$ cat src/gds_pkg.sv
// Package: shared constants, types and helpers of the divergence stencil.
`default_nettype none
package gds_pkg;
  localparam int unsigned MAX_X_DEF = 16;
  localparam int unsigned MAX_Y_DEF = 16;
  localparam int unsigned MAX_Z_DEF = 16;

  localparam logic [2:0] REG_GAIN_X = 3'd0;
  localparam logic [2:0] REG_GAIN_Y = 3'd1;
  localparam logic [2:0] REG_GAIN_Z = 3'd2;
  localparam logic [2:0] REG_SIZE_X = 3'd3;
  localparam logic [2:0] REG_SIZE_Y = 3'd4;
  localparam logic [2:0] REG_SIZE_Z = 3'd5;

  localparam logic REQ_LOAD    = 1'b0;
  localparam logic REQ_COMPUTE = 1'b1;

  // Axis position class: interior, first index, last index.
  typedef enum logic [1:0] {
    POS_MID   = 2'd0,
    POS_FIRST = 2'd1,
    POS_LAST  = 2'd2
  } pos_t;

  // One classified item handed from the front to the back.
  typedef struct packed {
    logic        is_load;
    logic        range_err;
    logic [3:0]  x;
    logic [3:0]  y;
    logic [3:0]  z;
    pos_t        px;
    pos_t        py;
    pos_t        pz;
    logic [31:0] u;
    logic [31:0] v;
    logic [31:0] w;
  } cmd_t;

  typedef enum logic [2:0] {
    ST_IDLE  = 3'd0,
    ST_RD0   = 3'd1,
    ST_RD1   = 3'd2,
    ST_RD2   = 3'd3,
    ST_MUL   = 3'd4,
    ST_SUM   = 3'd5,
    ST_OUT   = 3'd6
  } bstate_t;

  // Clamp a size register to 3..dim.
  function automatic logic [4:0] eff_size(input logic [4:0] s, input logic [4:0] dim);
    logic [4:0] r;
    r = s;
    if (r < 5'd3) r = 5'd3;
    if (r > dim) r = dim;
    return r;
  endfunction

  function automatic pos_t classify(input logic [3:0] p, input logic [4:0] n);
    pos_t r;
    if (p == 4'd0) r = POS_FIRST;
    else if ({1'b0, p} == n - 5'd1) r = POS_LAST;
    else r = POS_MID;
    return r;
  endfunction
endpackage
`default_nettype wire

$ cat src/gds_front.sv
// Front: register file, item classification and a two-entry command queue.
`default_nettype none
module gds_front #(
  parameter int unsigned MAX_X = gds_pkg::MAX_X_DEF,
  parameter int unsigned MAX_Y = gds_pkg::MAX_Y_DEF,
  parameter int unsigned MAX_Z = gds_pkg::MAX_Z_DEF
) (
  input  wire logic              clk,
  input  wire logic              rst,
  input  wire logic              cfg_we,
  input  wire logic [2:0]        cfg_index,
  input  wire logic [31:0]       cfg_data,
  input  wire logic              in_valid,
  output logic                   in_ready,
  input  wire logic              req_type,
  input  wire logic [3:0]        x_index,
  input  wire logic [3:0]        y_index,
  input  wire logic [3:0]        z_index,
  input  wire logic [31:0]       u_value,
  input  wire logic [31:0]       v_value,
  input  wire logic [31:0]       w_value,
  output logic                   q_valid,
  input  wire logic              q_ready,
  output gds_pkg::cmd_t          q_cmd,
  output logic [31:0]            gain_x,
  output logic [31:0]            gain_y,
  output logic [31:0]            gain_z
);
  localparam int unsigned DX = (MAX_X < 16) ? MAX_X : 16;
  localparam int unsigned DY = (MAX_Y < 16) ? MAX_Y : 16;
  localparam int unsigned DZ = (MAX_Z < 16) ? MAX_Z : 16;
  localparam logic [4:0] DIMX = 5'(DX);
  localparam logic [4:0] DIMY = 5'(DY);
  localparam logic [4:0] DIMZ = 5'(DZ);

  logic [4:0] size_x, size_y, size_z;
  logic [4:0] nx, ny, nz;
  gds_pkg::cmd_t cmd;
  gds_pkg::cmd_t slot [2];
  logic [1:0] count;
  logic       rd_ptr, wr_ptr;
  logic       keep, push, pop;

  always_ff @(posedge clk) begin
    if (rst) begin
      gain_x <= 32'd65536;
      gain_y <= 32'd65536;
      gain_z <= 32'd65536;
      size_x <= 5'd16;
      size_y <= 5'd16;
      size_z <= 5'd16;
    end else if (cfg_we) begin
      case (cfg_index)
        gds_pkg::REG_GAIN_X: gain_x <= cfg_data;
        gds_pkg::REG_GAIN_Y: gain_y <= cfg_data;
        gds_pkg::REG_GAIN_Z: gain_z <= cfg_data;
        gds_pkg::REG_SIZE_X: size_x <= cfg_data[4:0];
        gds_pkg::REG_SIZE_Y: size_y <= cfg_data[4:0];
        gds_pkg::REG_SIZE_Z: size_z <= cfg_data[4:0];
        default: ;
      endcase
    end
  end

  assign nx = gds_pkg::eff_size(size_x, DIMX);
  assign ny = gds_pkg::eff_size(size_y, DIMY);
  assign nz = gds_pkg::eff_size(size_z, DIMZ);

  always_comb begin
    cmd.is_load = (req_type == gds_pkg::REQ_LOAD);
    if (cmd.is_load) begin
      cmd.range_err = ({1'b0, x_index} >= DIMX) || ({1'b0, y_index} >= DIMY) ||
                      ({1'b0, z_index} >= DIMZ);
    end else begin
      cmd.range_err = ({1'b0, x_index} >= nx) || ({1'b0, y_index} >= ny) ||
                      ({1'b0, z_index} >= nz);
    end
    cmd.x  = x_index;
    cmd.y  = y_index;
    cmd.z  = z_index;
    cmd.px = gds_pkg::classify(x_index, nx);
    cmd.py = gds_pkg::classify(y_index, ny);
    cmd.pz = gds_pkg::classify(z_index, nz);
    cmd.u  = u_value;
    cmd.v  = v_value;
    cmd.w  = w_value;
  end

  // Drop loads that fall outside the stores.
  assign keep     = !(cmd.is_load && cmd.range_err);
  assign in_ready = (count != 2'd2);
  assign push     = in_valid && in_ready && keep;
  assign pop      = q_valid && q_ready;
  assign q_valid  = (count != 2'd0);
  assign q_cmd    = slot[rd_ptr];

  always_ff @(posedge clk) begin
    if (push) slot[wr_ptr] <= cmd;
  end

  always_ff @(posedge clk) begin
    if (rst) begin
      count  <= 2'd0;
      rd_ptr <= 1'b0;
      wr_ptr <= 1'b0;
    end else begin
      if (push) wr_ptr <= ~wr_ptr;
      if (pop) rd_ptr <= ~rd_ptr;
      case ({push, pop})
        2'b10:   count <= count + 2'd1;
        2'b01:   count <= count - 2'd1;
        default: ;
      endcase
    end
  end
endmodule
`default_nettype wire

$ cat config.mk
export PLATFORM = sky130hd
export DESIGN_NAME = gds_front
export DESIGN_NICKNAME = d
export VERILOG_FILES = /design/src/gds_pkg.sv /design/src/gds_front.sv
export SDC_FILE = /design/constraint.sdc
export NUM_CORES = 1
export LEC_CHECK = 0
export ABC_AREA = 1
export BUFFER_PORTS_ARGS = -buffer_cell sky130_fd_sc_hd__buf_2
export CAP_MARGIN = 20
export CORE_MARGIN = 2
export CORE_UTILIZATION = 35
export CTS_BUF_LIST = sky130_fd_sc_hd__clkbuf_8
export DETAILED_ROUTE_END_ITERATION = 8
export GPL_ROUTABILITY_DRIVEN = 0
export PLACE_DENSITY = 0.63
export SETUP_SLACK_MARGIN = 0.3
export SLEW_MARGIN = 20
export SYNTH_ARGS = -nofsm -noshare
export SYNTH_HDL_FRONTEND = slang
export SYNTH_SLANG_ARGS = --single-unit
export TNS_END_PERCENT = 1
$ cat constraint.sdc
create_clock -name clk -period 6.07 [get_ports clk]
set_input_delay 0.9105 -clock clk [delete_from_list [all_inputs] [get_ports clk]]
set_output_delay 0.9105 -clock clk [all_outputs]
set_load 0.005 [all_outputs]
==> impl_metrics.py <==
metrics = {
    "sta": {
        "grt_setup_unrepaired": "false",
        "relSlewSlack": 0.368,
        "holdWs_ns": 0.449,
        "setup_viol_count_final": 0,
        "post-route-min-period_ns": 3.74,
        "fin_crit_sh": 0.616,
        "drv_slew": 0,
        "clock_skew_ns": 0.0272,
        "hold_violations": 0,
        "fmax_mhz": 268,
        "tightest_slew_ns": 0.948,
        "setup-tns-final_ns": 0,
    },
    "global_routing": {
        "grt_pass1_vias": 8873,
        "grt_overflow_total": 0,
        "antenna_found_initial": 4,
        "grt_start_max_net_pins": 117,
        "grt_pass1_wl_mm": 48.7,
        "grtUsageTotal": 0.160,
    },
    "place": {
        "hpwl_mm": 21.9,
        "portBuffers": 362,
    },
    "finish": {
        "mostFrequentLayoutCell": "buf_2",
        "layout-drive-gt1-share": 0.390,
        "area_growth_pct": 25.4,
        "nets": 1590,
        "layout_common_cells": "buf_2 (362), edfxtp_1 (232), nor2_1 (212), mux2_2 (116)",
    },
    "clock_network": {
        "clock_sinks": 348,
        "clk_pin_slew_ns": 0.06,
        "cts_root_buffer": "clkbuf_8",
        "cts-resized-gates": 0,
        "post_cts_buffers": 0,
        "cts.htree.levels": 2,
        "clockBufferDepth": 3,
        "cts_inserted_buffers": 58,
        "tritoncts": "done",
        "hold_buffers": 0,
        "clock_latency_ns": 0.65,
    },
    "die": {
        "fp.dieH_um": 199,
        "die_w_um": 199,
        "dieArea_mm2": 0.0397,
        "io_pins": 363,
        "initial_utilization": 0.355,
        "core_mm2": 0.0376,
        "num_rows": 71,
    },
    "routing": {
        "ant_nets": 0,
        "wl_per_cell_um": 16.7,
        "vias": 9070,
        "wl_mm": 33.1,
        "drt_pass1_iterations": 5,
        "drt-initial-drc-count": 328,
        "via_per_inst": 4.57,
        "drc": 0,
    },
    "setup_path": {
        "cp_top_family": "flip-flops",
        "cp_cell_sequence": "buf_4 > mux2_2 > buf_2",
        "critPathKind": "reg -> out",
        "crit_required_ns": 5.16,
        "startpoint_type": "flip-flop",
        "reg2reg_depth": 12,
        "slowest_stage": "dfxtp_4",
        "reg2reg_setup_slack_ns": 4.02,
        "crit_buf_inv": 2,
        "crit_arrival_ns": 2.83,
        "r2r_end": "slot[1][114]$_DFFE_PP_",
        "r2r_start": "size_x[4]$_SDFFE_PP1P_",
        "cpPeakStageDelay_ns": 0.92,
        "cp-end-kind": "output port",
        "cp_max_fo": 65,
    },
    "yosys": {
        "syn_nets": 1207,
        "ys_seq_area_frac": 0.697,
        "ys_ff_latch": 348,
        "synth_area_per_cell_um2": 12.8,
        "yosys_warnings": 0,
        "yosysUniqueCellTypes": 28,
        "syn-instance-count": 1042,
        "syn_area_mm2": 0.0133,
    },
    "worst_hold_path": {
        "hold_class": "reg -> reg",
        "min_delay_path_depth": 1,
        "min_from": "rd_ptr$_SDFFE_PP0P_",
    },
    "power": {
        "leakage_uw": 0.00685,
        "power.density_mw_per_mm2": 339,
        "ir_worst_vdd_mv": 0.176,
    },
    "outcome": {
        "status": "finished clean",
    },
    "run": {
        "cap_violations": 0,
    },
}
[cells by family (layout without fill, tap and decap cells)]
group / count (synthesis) / count (layout) / synth area share
mux: 116 / 116 / 0.0980
other cells: 0 / 3 / 0
fa+ha+maj: 16 / 16 / 0.0150
flops: 348 / 348 / 0.697
buf+inv: 103 / 530 / 0.0392
simple gates: 317 / 317 / 0.0956
xor+xnor: 5 / 5 / 0.00329
compound gates: 137 / 137 / 0.0520
[area by class of cell]
class,count,area [um^2]
fill,3461,20900
tap,511,639
antenna,3,7.51
inverter,60,230
multi-input combinational,591,3530
clock inverter,35,191
sequential,348,9290
clock buffer,69,950
timing repair buffer,366,1870
[worst max path at each step]
stage | end | start | cells after the start
after floorplan | slot[0][0]$_DFFE_PP_ | in_valid | 2
after detailed placement | q_cmd[22] | flip-flop | 3
after global placement | q_cmd[72] | flip-flop | 3
after global routing | q_cmd[23] | flip-flop | 3
after CTS | q_cmd[22] | flip-flop | 3
final | q_cmd[22] | flip-flop | 3
[metrics by stage]
step	area (um^2)	util	worst slack (ns)	power, uW	instances
2_1_floorplan	13300	-	-0.354	3370	1042
3_5_place_dp	15600	0.414	2.92	3720	1876
5_1_grt	16700	0.445	2.10	5940	1981
3_3_place_gp	15600	0.414	3.00	3700	1876
4_1_cts	16700	0.445	2.23	5750	1980
6_report	16700	0.445	2.33	5660	1983
[registers in the layout, indices dropped and copies added, names as in the netlist, named ones only]
register	cells
slot	232
gain_x	32
gain_y	32
gain_z	32
size_x	5
size_y	5
size_z	5
count	2
rd_ptr	1
wr_ptr	1
[per-layer routing]
metal  global-route usage  share of wire
met5                    0        0.00054
met4               0.0520          0.022
met3               0.0645           0.11
met2                0.254           0.44
met1                0.198           0.42
[cells in the mapped netlist]
cell type | number | share of area
ha_1 | 16 | 0.015
o211ai_1 | 3 | 0.0017
buf_2 | 9 | 0.0034
clkinv_1 | 1 | 0.00028
nor3_1 | 2 | 0.00075
dfxtp_1 | 116 | 0.17
o21ai_0 | 115 | 0.043
mux2_2 | 116 | 0.098
xnor2_1 | 5 | 0.0033
nor2_4 | 1 | 0.00084
inv_2 | 4 | 0.0011
nand3b_1 | 1 | 0.00056
buf_4 | 1 | 0.00056
inv_4 | 1 | 0.00047
nor2_2 | 2 | 0.00094
nand2_2 | 2 | 0.00094
clkbuf_2 | 9 | 0.0034
nor2_1 | 214 | 0.060
a21oi_1 | 19 | 0.0071
clkbuf_1 | 10 | 0.0028
inv_1 | 52 | 0.015
buf_6 | 14 | 0.012
nand3_4 | 1 | 0.0013
nand4_1 | 9 | 0.0042
edfxtp_1 | 232 | 0.52
clkinv_2 | 2 | 0.00075
nand2_1 | 65 | 0.018
nand3_1 | 20 | 0.0075
[worst reg2reg max path: stages, from the launching register on]
cell and delay (ns):
dfxtp_1 0.39, clkinv_1 0.24, nand2_1 0.17, nand2_1 0.06
nand2_1 0.08, inv_1 0.06, ha_1 0.29, nand4_1 0.10
nor2_1 0.04, nor2_1 0.15, nand3_1 0.13, nand2_1 0.08
inv_1 0.04
[power breakdown]
| group | switching [uW] | internal, uW | leakage [uW] |
|---|---|---|---|
| sequential | 94.1 | 2760 | 0.00312 |
| combinational | 411 | 390 | 0.00307 |
| clock | 928 | 1070 | 0.000664 |
Note: power is estimated with default switching activity, not from simulation.
